`src/sv/hsvk_pkg.sv`:
```
// shared types, constants and register codes for the hsv color key mask
package hsvk_pkg;

  // window geometry
  localparam int    HALF_WINDOW = 20;
  localparam int    MAX_DIM     = 4096;
  localparam longint WIN_SIZE   = 64'(4 * HALF_WINDOW * HALF_WINDOW);
  localparam longint SUM_CAP    = WIN_SIZE * 255;

  // widths
  localparam int PIX_W     = 8;
  localparam int DIM_W     = 13;
  localparam int COUNT_W   = $clog2(MAX_DIM);
  localparam int SPAN_W    = DIM_W + 1;
  localparam int SUM_W     = $clog2(SUM_CAP + 1);
  localparam int CFG_IDX_W = 3;
  localparam int CFG_W     = DIM_W;

  // floor(x / WIN_SIZE) as (x * DIV_MULT) >> DIV_SHIFT, exact for x <= SUM_CAP
  localparam int     DIV_SHIFT  = $clog2(SUM_CAP * WIN_SIZE);
  localparam longint DIV_MULT   = ((64'd1 << DIV_SHIFT) + WIN_SIZE - 1) / WIN_SIZE;
  localparam int     DIV_MULT_W = $clog2(DIV_MULT + 1);
  localparam int     PROD_W     = SUM_W + DIV_MULT_W;

  // register indexes
  localparam logic [CFG_IDX_W-1:0] REG_FRAME_WIDTH  = 3'd0;
  localparam logic [CFG_IDX_W-1:0] REG_FRAME_HEIGHT = 3'd1;
  localparam logic [CFG_IDX_W-1:0] REG_HUE_TOL      = 3'd2;
  localparam logic [CFG_IDX_W-1:0] REG_SAT_TOL      = 3'd3;
  localparam logic [CFG_IDX_W-1:0] REG_VAL_TOL      = 3'd4;

  // register reset values
  localparam logic [DIM_W-1:0] RST_FRAME_WIDTH  = 13'd640;
  localparam logic [DIM_W-1:0] RST_FRAME_HEIGHT = 13'd480;
  localparam logic [PIX_W-1:0] RST_HUE_TOL      = 8'd10;
  localparam logic [PIX_W-1:0] RST_SAT_TOL      = 8'd70;
  localparam logic [PIX_W-1:0] RST_VAL_TOL      = 8'd144;

  // action codes
  localparam logic ACT_SAMPLE   = 1'b0;
  localparam logic ACT_CLASSIFY = 1'b1;

  typedef logic [PIX_W-1:0] pix_t;
  typedef logic [DIM_W-1:0] dim_t;
  typedef logic [SUM_W-1:0] sum_t;

  typedef struct packed {
    logic action;
    pix_t pix_hue;
    pix_t pix_sat;
    pix_t pix_val;
    logic frame_end;
  } hsvk_in_t;

  typedef struct packed {
    logic is_table;
    logic mask_last;
  } hsvk_out_t;

  typedef struct packed {
    pix_t hue;
    pix_t sat;
    pix_t val;
  } hsvk_mean_t;

endpackage

```
`src/sv/hsvk_sampler.sv`:
```
// window position tracking, saturating window sums and reference mean latch
module hsvk_sampler (
  input  logic              clk,
  input  logic              rst_n,
  input  logic              sample_en,
  input  hsvk_pkg::hsvk_in_t pix,
  input  hsvk_pkg::dim_t    frame_width,
  input  hsvk_pkg::dim_t    frame_height,
  output hsvk_pkg::hsvk_mean_t means
);
  import hsvk_pkg::*;

  logic [COUNT_W-1:0] col_r, col_nxt, row_r, row_nxt;
  sum_t sum_hue_r, sum_hue_nxt, sum_sat_r, sum_sat_nxt, sum_val_r, sum_val_nxt;
  sum_t fin_hue_r, fin_sat_r, fin_val_r;
  logic div_go_r;
  hsvk_mean_t mean_r, mean_nxt;

  dim_t w_eff, h_eff;
  logic [SPAN_W-1:0] col_ext, row_ext, col_inc, row_inc;
  logic [SPAN_W-1:0] w_centre, h_centre;
  logic in_window;
  sum_t acc_hue, acc_sat, acc_val;
  logic [PROD_W-1:0] prod_hue, prod_sat, prod_val;

  function automatic sum_t add_sat(sum_t s, pix_t v);
    logic [SUM_W:0] t;
    t = {1'b0, s} + (SUM_W + 1)'(v);
    return (t > (SUM_W + 1)'(SUM_CAP)) ? SUM_W'(SUM_CAP) : t[SUM_W-1:0];
  endfunction

  // zero counts as one, anything above the largest frame counts as that
  always_comb begin
    w_eff = (frame_width == '0) ? DIM_W'(1) :
            (frame_width > DIM_W'(MAX_DIM)) ? DIM_W'(MAX_DIM) : frame_width;
    h_eff = (frame_height == '0) ? DIM_W'(1) :
            (frame_height > DIM_W'(MAX_DIM)) ? DIM_W'(MAX_DIM) : frame_height;
  end

  always_comb begin
    col_ext   = SPAN_W'(col_r);
    row_ext   = SPAN_W'(row_r);
    col_inc   = col_ext + SPAN_W'(1);
    row_inc   = row_ext + SPAN_W'(1);
    w_centre  = SPAN_W'(w_eff >> 1);
    h_centre  = SPAN_W'(h_eff >> 1);
    in_window = (col_ext + SPAN_W'(HALF_WINDOW) >= w_centre) &&
                (col_ext < w_centre + SPAN_W'(HALF_WINDOW)) &&
                (row_ext + SPAN_W'(HALF_WINDOW) >= h_centre) &&
                (row_ext < h_centre + SPAN_W'(HALF_WINDOW));
  end

  always_comb begin
    acc_hue = in_window ? add_sat(sum_hue_r, pix.pix_hue) : sum_hue_r;
    acc_sat = in_window ? add_sat(sum_sat_r, pix.pix_sat) : sum_sat_r;
    acc_val = in_window ? add_sat(sum_val_r, pix.pix_val) : sum_val_r;
    col_nxt     = col_r;
    row_nxt     = row_r;
    sum_hue_nxt = sum_hue_r;
    sum_sat_nxt = sum_sat_r;
    sum_val_nxt = sum_val_r;
    if (sample_en) begin
      if (pix.frame_end) begin
        col_nxt     = '0;
        row_nxt     = '0;
        sum_hue_nxt = '0;
        sum_sat_nxt = '0;
        sum_val_nxt = '0;
      end else begin
        sum_hue_nxt = acc_hue;
        sum_sat_nxt = acc_sat;
        sum_val_nxt = acc_val;
        if (col_inc >= SPAN_W'(w_eff)) begin
          col_nxt = '0;
          row_nxt = (row_inc >= SPAN_W'(h_eff)) ? '0 : row_inc[COUNT_W-1:0];
        end else begin
          col_nxt = col_inc[COUNT_W-1:0];
        end
      end
    end
  end

  // divide by the window size via reciprocal multiply; means load from the frame end sums when div_go_r is set
  always_comb begin
    prod_hue = PROD_W'(fin_hue_r) * PROD_W'(DIV_MULT);
    prod_sat = PROD_W'(fin_sat_r) * PROD_W'(DIV_MULT);
    prod_val = PROD_W'(fin_val_r) * PROD_W'(DIV_MULT);
    mean_nxt = mean_r;
    if (div_go_r) begin
      mean_nxt.hue = prod_hue[DIV_SHIFT +: PIX_W];
      mean_nxt.sat = prod_sat[DIV_SHIFT +: PIX_W];
      mean_nxt.val = prod_val[DIV_SHIFT +: PIX_W];
    end
  end

  always_ff @(posedge clk) begin
    if (!rst_n) begin
      col_r     <= '0;
      row_r     <= '0;
      sum_hue_r <= '0;
      sum_sat_r <= '0;
      sum_val_r <= '0;
      div_go_r  <= 1'b0;
      mean_r    <= '0;
    end else begin
      col_r     <= col_nxt;
      row_r     <= row_nxt;
      sum_hue_r <= sum_hue_nxt;
      sum_sat_r <= sum_sat_nxt;
      sum_val_r <= sum_val_nxt;
      div_go_r  <= sample_en && pix.frame_end;
      mean_r    <= mean_nxt;
    end
  end

  always_ff @(posedge clk) begin
    if (sample_en && pix.frame_end) begin
      fin_hue_r <= acc_hue;
      fin_sat_r <= acc_sat;
      fin_val_r <= acc_val;
    end
  end

  assign means = mean_r;

  a_end_clears: assert property (@(posedge clk) disable iff (!rst_n)
    (sample_en && pix.frame_end) |=> (col_r == '0 && row_r == '0 &&
      sum_hue_r == '0 && sum_sat_r == '0 && sum_val_r == '0))
    else $error("frame end did not clear sums and counters");

  a_sum_cap: assert property (@(posedge clk) disable iff (!rst_n)
    (sum_hue_r <= SUM_W'(SUM_CAP)) && (sum_sat_r <= SUM_W'(SUM_CAP)) &&
    (sum_val_r <= SUM_W'(SUM_CAP)))
    else $error("window sum above saturation cap");

  a_idle_holds: assert property (@(posedge clk) disable iff (!rst_n)
    !sample_en |=> ($stable(sum_hue_r) && $stable(col_r) && $stable(row_r)))
    else $error("sampling state moved without a sampling request");

  a_mean_after_end: assert property (@(posedge clk) disable iff (!rst_n)
    !div_go_r |=> $stable(mean_r))
    else $error("means changed outside the frame end update");

endmodule

```
`src/sv/adaptive_hsv_color_key_mask.sv`:
```
// top level: config registers, request pipeline and per-pixel color key compare
// a classify request passes the input register and stage two, then its result strobe is registered
// throughput: one request per clock, busy only while reset is held; no result for sampling requests
// means latch through div_go_r and mean_r after the sampling frame end request leaves the input register,
// in time for a classify request that follows it directly
// reset (synchronous, active low): registers to defaults, counters, sums and means to zero
module adaptive_hsv_color_key_mask (
  input  logic                             clk,
  input  logic                             rst_n,
  input  logic                             start,
  output logic                             busy,
  input  hsvk_pkg::hsvk_in_t               in_data,
  output logic                             out_strobe,
  output hsvk_pkg::hsvk_out_t              out_data,
  input  logic                             cfg_we,
  input  logic [hsvk_pkg::CFG_IDX_W-1:0]   cfg_index,
  input  logic [hsvk_pkg::CFG_W-1:0]       cfg_data
);
  import hsvk_pkg::*;

  dim_t frame_width_r, frame_height_r;
  pix_t hue_tol_r, sat_tol_r, val_tol_r;

  logic      s1_valid_r, s2_valid_r, out_strobe_r;
  hsvk_in_t  s1_data_r, s2_data_r;
  hsvk_out_t out_data_r, out_data_nxt;
  hsvk_mean_t means;
  logic      accept, sample_en;
  pix_t      d_hue, d_sat, d_val;

  assign busy      = ~rst_n;
  assign accept    = start && !busy;
  assign sample_en = s1_valid_r && (s1_data_r.action == ACT_SAMPLE);

  always_ff @(posedge clk) begin
    if (!rst_n) begin
      frame_width_r  <= RST_FRAME_WIDTH;
      frame_height_r <= RST_FRAME_HEIGHT;
      hue_tol_r      <= RST_HUE_TOL;
      sat_tol_r      <= RST_SAT_TOL;
      val_tol_r      <= RST_VAL_TOL;
    end else if (cfg_we) begin
      case (cfg_index)
        REG_FRAME_WIDTH:  frame_width_r  <= cfg_data[DIM_W-1:0];
        REG_FRAME_HEIGHT: frame_height_r <= cfg_data[DIM_W-1:0];
        REG_HUE_TOL:      hue_tol_r      <= cfg_data[PIX_W-1:0];
        REG_SAT_TOL:      sat_tol_r      <= cfg_data[PIX_W-1:0];
        REG_VAL_TOL:      val_tol_r      <= cfg_data[PIX_W-1:0];
        default: ;
      endcase
    end
  end

  hsvk_sampler u_sampler (
    .clk          (clk),
    .rst_n        (rst_n),
    .sample_en    (sample_en),
    .pix          (s1_data_r),
    .frame_width  (frame_width_r),
    .frame_height (frame_height_r),
    .means        (means)
  );

  // stage two compares against means that already include any earlier frame end
  always_comb begin
    d_hue = (s2_data_r.pix_hue >= means.hue) ? s2_data_r.pix_hue - means.hue
                                             : means.hue - s2_data_r.pix_hue;
    d_sat = (s2_data_r.pix_sat >= means.sat) ? s2_data_r.pix_sat - means.sat
                                             : means.sat - s2_data_r.pix_sat;
    d_val = (s2_data_r.pix_val >= means.val) ? s2_data_r.pix_val - means.val
                                             : means.val - s2_data_r.pix_val;
    out_data_nxt.is_table  = (d_hue <= hue_tol_r) && (d_sat <= sat_tol_r) &&
                             (d_val <= val_tol_r);
    out_data_nxt.mask_last = s2_data_r.frame_end;
  end

  always_ff @(posedge clk) begin
    if (!rst_n) begin
      s1_valid_r   <= 1'b0;
      s2_valid_r   <= 1'b0;
      out_strobe_r <= 1'b0;
    end else begin
      s1_valid_r   <= accept;
      s2_valid_r   <= s1_valid_r;
      out_strobe_r <= s2_valid_r && (s2_data_r.action == ACT_CLASSIFY);
    end
  end

  always_ff @(posedge clk) begin
    s1_data_r  <= in_data;
    s2_data_r  <= s1_data_r;
    out_data_r <= out_data_nxt;
  end

  assign out_strobe = out_strobe_r;
  assign out_data   = out_data_r;

  a_out_from_req: assert property (@(posedge clk) disable iff (!rst_n)
    out_strobe_r |-> ($past(s1_valid_r, 2) && $past(s2_data_r.action) == ACT_CLASSIFY))
    else $error("result strobe without a classify request");

  a_sample_no_out: assert property (@(posedge clk) disable iff (!rst_n)
    (s2_valid_r && s2_data_r.action == ACT_SAMPLE) |=> !out_strobe_r)
    else $error("sampling request produced a result");

  a_classify_out: assert property (@(posedge clk) disable iff (!rst_n)
    (s2_valid_r && s2_data_r.action == ACT_CLASSIFY) |=> out_strobe_r)
    else $error("classify request lost");

endmodule
```
`config.mk`:
```
export PLATFORM = sky130hd
export DESIGN_NAME = adaptive_hsv_color_key_mask
export DESIGN_NICKNAME = d
export VERILOG_FILES = /design/src/sv/hsvk_pkg.sv /design/src/sv/hsvk_sampler.sv /design/src/sv/adaptive_hsv_color_key_mask.sv
export SDC_FILE = /design/constraint.sdc
export NUM_CORES = 2
export LEC_CHECK = 0
export BUFFER_PORTS_ARGS = -buffer_cell sky130_fd_sc_hd__buf_2
export CORE_MARGIN = 1
export CORE_UTILIZATION = 40
export CTS_CLUSTER_SIZE = 14
export DETAILED_ROUTE_END_ITERATION = 8
export GPL_TIMING_DRIVEN = 0
export RECOVER_POWER = 25
export SLEW_MARGIN = 30
export SYNTH_ARGS = -nofsm -noshare
export SYNTH_HDL_FRONTEND = slang
export SYNTH_SLANG_ARGS = --single-unit
```
`constraint.sdc`:
```
create_clock -name clk -period 7.5 [get_ports clk]
set_input_delay 0.375 -clock clk [delete_from_list [all_inputs] [get_ports clk]]
set_output_delay 0.375 -clock clk [all_outputs]
set_load 0.05 [all_outputs]
```
# Word level (Yosys, flattened, before mapping)
# Index checks and enable logic that the tools add are counted.
[totals] register_bits=270 out_inout_bits=4
[op_classes] add_sub_neg=15 mul=3 magnitude_cmp=17 eq_ne=4 mux=21 n_bitwise=2 n_reduce_logical=19
[ops] cell="two-way mux 19 bit" n=9
[ops] cell="multiplier 19 x 20 -> 38 bit (second input constant)" n=3
[ops] cell="adder 19 x 8 -> 20 bit" n=3
[ops] cell="greater-than comparator 20 x 19 -> 1 bit (second input constant)" n=3
[ops] cell="two-way mux 12 bit" n=5
[ops] cell="adder 12 x 5 -> 13 bit (second input constant)" n=4
[ops] cell="two-way mux 13 bit" n=4
[ops] cell="subtractor 8 bit" n=6
[ops] cell="greater-or-equal comparator 14 x 12 -> 1 bit" n=2
[ops] cell="greater-or-equal comparator 14 x 13 -> 1 bit" n=2
[ops] cell="less-than comparator 12 x 14 -> 1 bit" n=2
[ops] cell="adder 12 x 1 -> 13 bit (second input constant)" n=2
[ops] cell="greater-than comparator 13 bit (second input constant)" n=2
[ops] cell="zero test 13 bit" n=2
[ops] cell="greater-or-equal comparator 8 bit" n=3
[ops] cell="<= comparator 8 bit" n=3
[ops] cell="two-way mux 8 bit" n=3
[ops] cell="AND reduction 2 bit" n=6
[ops] cell="logical AND 1 bit" n=9
[ops] cell="equality test 3 x 2 -> 1 bit (second input constant)" n=2
[ops] cell="equality test 3 x 1 -> 1 bit (second input constant)" n=1
[ops] cell="equality test 3 bit (second input constant)" n=1
[ops] cell="zero test 3 bit" n=1
[ops] cell="inverter 1 bit" n=2
[ops] cell="nonzero test 2 bit" n=1

# Depth between registers and ports, before layout
[logic_depth] depth_word=10 depth_mapped=23 ltp_nobuf=23

# Hierarchy
# A second synthesis with hierarchy kept.
[hier_totals] hier_cells=3867 hier_area_um2=34989.8
[modules_own_cells] mod="hsvk_sampler" instances=1 cells_per_inst=3262 area_per_inst_um2=29619.7
[modules_own_cells] mod="adaptive_hsv_color_key_mask" instances=1 cells_per_inst=605 area_per_inst_um2=5370.2

# Worst setup path before layout
# Ideal clock, no wire load.
[synth_path] path_kind="register to register" from="reg u_sampler.fin_hue_r[13]" to="reg u_sampler.mean_r (netlist bit u_sampler.means[23])" setup_ns=0.128 t_arrival_ns=5.679 setup_slack_ns=1.692 path_stages_with_launch=20 n_path_buf=0 cell_sequence="edfxtp_1 fa_1 fa_1 fa_1 fa_1 fa_1 inv_1 fa_1 inv_1 ha_1 a211o_1 o211ai_1 o211ai_1 a21oi_1 nand2_1 o31a_1 a211o_1 o31ai_1 xnor2_1 o21ai_0"
[synth_via] elab_chain_len=1
[synth_lines] element="start: declaration" line="hsvk_sampler.sv:15" rtl="sum_t fin_hue_r, fin_sat_r, fin_val_r;"
[synth_lines] element="start signal: assignment" line="hsvk_sampler.sv:118" rtl="fin_hue_r <= acc_hue;"
[synth_lines] element="multiplier 19 x 20 -> 38 bit" line="hsvk_sampler.sv:85" rtl="prod_hue = PROD_W'(fin_hue_r) * PROD_W'(DIV_MULT);"
[synth_lines] element="end signal: assignment" line="hsvk_sampler.sv:112" rtl="mean_r <= mean_nxt;"
[synth_lines] element="end: declaration" line="hsvk_sampler.sv:17" rtl="hsvk_mean_t mean_r, mean_nxt;"
# Every way passes these cells.
# A chain may end at the register's enable or synchronous reset.

# Final worst setup path
# Same ends and word-level chain as after synthesis.

==> results_dict.tcl <==
set metrics [dict create \
    ys_seq_area_frac 0.173 \
    cp_data_required_time_ns 7.94 \
    die_h_um 296 \
    drtIter0Drc 1528 \
    avgSynthCellArea_um2 9.11 \
    worst-path-max-fanout 6 \
    r2r_setup_slack_ns 0.55 \
    clk_latency_ns 0.62 \
    ys.flop_type "dfxtp_1" \
    crit_path_frequent_cell "fa_1" \
    synth.distinct_cells 96 \
    final_max_slew_viol_count 0 \
    hold_path.class "primary input to register" \
    post-route-period-util 0.926 \
    p_int_mw 3.89 \
    start_util 0.404 \
    finish.utilization 0.441 \
    cts_setup_buffers 0 \
    maxCapViolations 0 \
    yosysWarnings 0 \
    power_frac_comb 0.506 \
    hold_viol_final 0 \
    synth_edf_count 57 \
    clock_skew_ns 0.0520 \
    arrival_ns 7.38 \
    ir_worst_vdd_uv 240 \
    die-area_mm2 0.0873 \
    postCtsHoldBufs 31 \
    cp_cell_sequence "fa_1 -> fa_1 -> fa_1 -> fa_1 -> fa_1 -> inv_1 -> fa_1 -> inv_1 -> ha_1 -> nand4_1 -> or3_1 -> nor4b_1 -> o31a_1 -> a211o_1 -> o31ai_1 -> xnor2_1 -> o21ai_0" \
    rows 107 \
    grt_start_max_net_pins 43 \
    max_slew_margin 0.340 \
    die_w_um 296 \
    drtAntennaViolNets 0 \
    cts_resized 0 \
    place_hpwl_um 70900 \
    htreeDepth 1 \
    vias 25700 \
    status "finished clean" \
    antenna_found_initial 0 \
    cts_num_sinks 270 \
    p_sw_mw 2.62 \
    overflow 0 \
    grt_pass1_wl_um 137000 \
    dr.pass1.iters 6 \
    io_pins 50 \
    cts_buffers 31 \
    syn-instance-count 3784 \
    grt_use_total 0.199 \
    critPathLaunchType "register" \
    fp.coreArea_mm2 0.0853 \
    grt_setup_unrepaired "false" \
    cts_root_buffer "clkbuf_16" \
    setup_viol 0 \
    synth_seq_cells 270 \
    area_delta_synth_final_pct 9.04 \
    clock_path_buffers 3 \
    p_clk_frac 0.254 \
    tightestPinTransition_ns 0.987 \
    io_buffers 49 \
    synth_area_mm2 0.0345 \
    pwr-share-seq 0.240 \
    crit_path_end_kind "register" \
    slowest_delay_ns 0.74 \
    wire_per_inst_um 16.6 \
    p_per_area_mw_per_mm2 173 \
    grt_pass1_vias 25900 \
    synthArstFlopShare 0 \
    drc 0 \
    vias_per_cell 5.07 \
    final_net_count 4974 \
    critPathSlowestCell "fa_1" \
    fmax_mhz 144 \
    gp_congestion 0.894 \
    cts_tree "yes" \
    tns_ns 0 \
    swShare 0.402 \
    leakagePower_nw 18.8 \
    path_class "register to register" \
    final_layout_size_suffix_gt1_frac 0.0444 \
    period_needed_ns 6.95 \
    routed_wirelength_um 84300 \
    antenna_cells 0 \
    clk_pin_slew_ns 0.07 \
    syn-num-nets 4860 \
]
[power groups by stage]
stage	combinational (mW)	sequential [mW]	clock (mW)
floorplan	2.44	1.58	0
global placement	3.24	1.60	0
detailed placement	3.30	1.59	0
CTS	3.35	1.56	1.69
global route	3.89	1.57	1.73
finish	3.29	1.56	1.65
[cell families after synthesis]
| logic type | synth area share |
|---|---|
| adder cells (fa/ha/maj) | 0.457 |
| buffers and inverters | 0.107 |
| AND/OR/NAND/NOR | 0.100 |
| AO/OA/AOI/OAI | 0.121 |
| flip-flops | 0.173 |
| XOR/XNOR | 0.0300 |
| multiplexers | 0.0123 |
[final cells by class]
cell class | instances | area [µm²]
inverter | 881 | 3310
fill | 8357 | 47700
timing repair buffer | 81 | 562
sequential | 270 | 5980
multi-input combinational | 2545 | 24800
clock inverter | 17 | 196
tap | 1144 | 1430
clock buffer | 41 | 911
buffer | 88 | 372
[layer usage]
layer | GRT usage | wire, µm
met5 | 0 | 0
met4 | 0.0581 | 2620
met3 | 0.0188 | 3770
met2 | 0.333 | 38900
met1 | 0.270 | 39000
[flip-flops by register name, summed over array words and instances, names as in the netlist, 2 cells and up]
name                 cells
out_data                 2
u_sampler.fin_val_r     19
u_sampler.sum_hue_r     19
s1_data_r               26
u_sampler.col_r         12
sat_tol_r                8
hue_tol_r                8
frame_width_r           13
u_sampler.fin_hue_r     19
u_sampler.fin_sat_r     19
u_sampler.sum_sat_r     19
u_sampler.means         24
frame_height_r          13
s2_data_r               25
u_sampler.sum_val_r     19
u_sampler.row_r         12
val_tol_r                8
[synthesized netlist by cell type, drive strengths merged, types with 25 or more instances]
cell	number	area share
nand2b	25	0.0045
o21a	28	0.0061
buf	29	0.0042
a31oi	28	0.0053
nand3	61	0.0089
o211ai	27	0.0060
edfxtp	57	0.050
and3	31	0.0056
nor2	141	0.015
a21o	62	0.014
mux2i	30	0.0087
xor2	44	0.011
nand2	293	0.032
o21ai	113	0.017
o31ai	25	0.0054
inv	880	0.096
nor3	35	0.0052
ha	649	0.24
nand4	33	0.0060
a21oi	176	0.026
dfxtp	213	0.12
a211oi	25	0.0056
xnor2	74	0.019
fa	381	0.22
clkbuf	59	0.0065
[worst max-delay path: cells and delay by family, from the launching register on]
kind / cells / cell delay, ns
adders and majority gates: 7 / 3.63
and+or+nand+nor: 3 / 1.22
AOI/OAI and AO/OA: 4 / 0.79
DFF: 1 / 0.61
xor gates and xnor gates: 1 / 0.40
buffers and inverters: 2 / 0.09
[through the flow]
| stage | cell area [µm²] | power, mW | hold WS, ns | instances | worst slack [ns] |
|---|---|---|---|---|---|
| floorplan | 34500 | 4.02 | 0.310 | 3784 | 1.69 |
| global placement | 36100 | 4.84 | 0.330 | 4977 | 0.574 |
| detailed placement | 36200 | 4.90 | 0.314 | 4978 | 0.519 |
| CTS | 37600 | 6.60 | 0.000857 | 5067 | 0.480 |
| global route | 37600 | 7.19 | 0.0234 | 5067 | 0.252 |
| finish | 37600 | 6.51 | 0.0166 | 5067 | 0.554 |
[path summary, 6_finish.rpt]
| path | startpoint | to | cells after the start |
|---|---|---|---|
| hold / removal | cfg_data[11] | frame_height_r[11]$_SDFFE_PN0P_ | 3 |
| setup reg to reg | u_sampler.fin_hue_r[13]$_DFFE_PP_ | u_sampler.means[23]$_SDFFE_PN0P_ | 17 |
| setup / recovery | u_sampler.fin_hue_r[13]$_DFFE_PP_ | u_sampler.means[23]$_SDFFE_PN0P_ | 17 |
| hold reg to reg | out_data_nxt[0]$_DFF_P_ | out_data[0]$_DFF_P_ | 0 |
[layout by cell type (no fill, tap or decap), types with 44 or more instances in the layout]
cell type and instances:
xor2_1 44, a21o_1 62, xnor2_1 74, nand3_1 61, edfxtp_1 57, nand2_1 292, buf_2 59, inv_1 879
a21oi_1 175, nor2_1 139, dfxtp_1 213, ha_1 649, fa_1 381, o21ai_0 107, clkbuf_1 70
No activity file was read; power rests on OpenSTA's default activity.
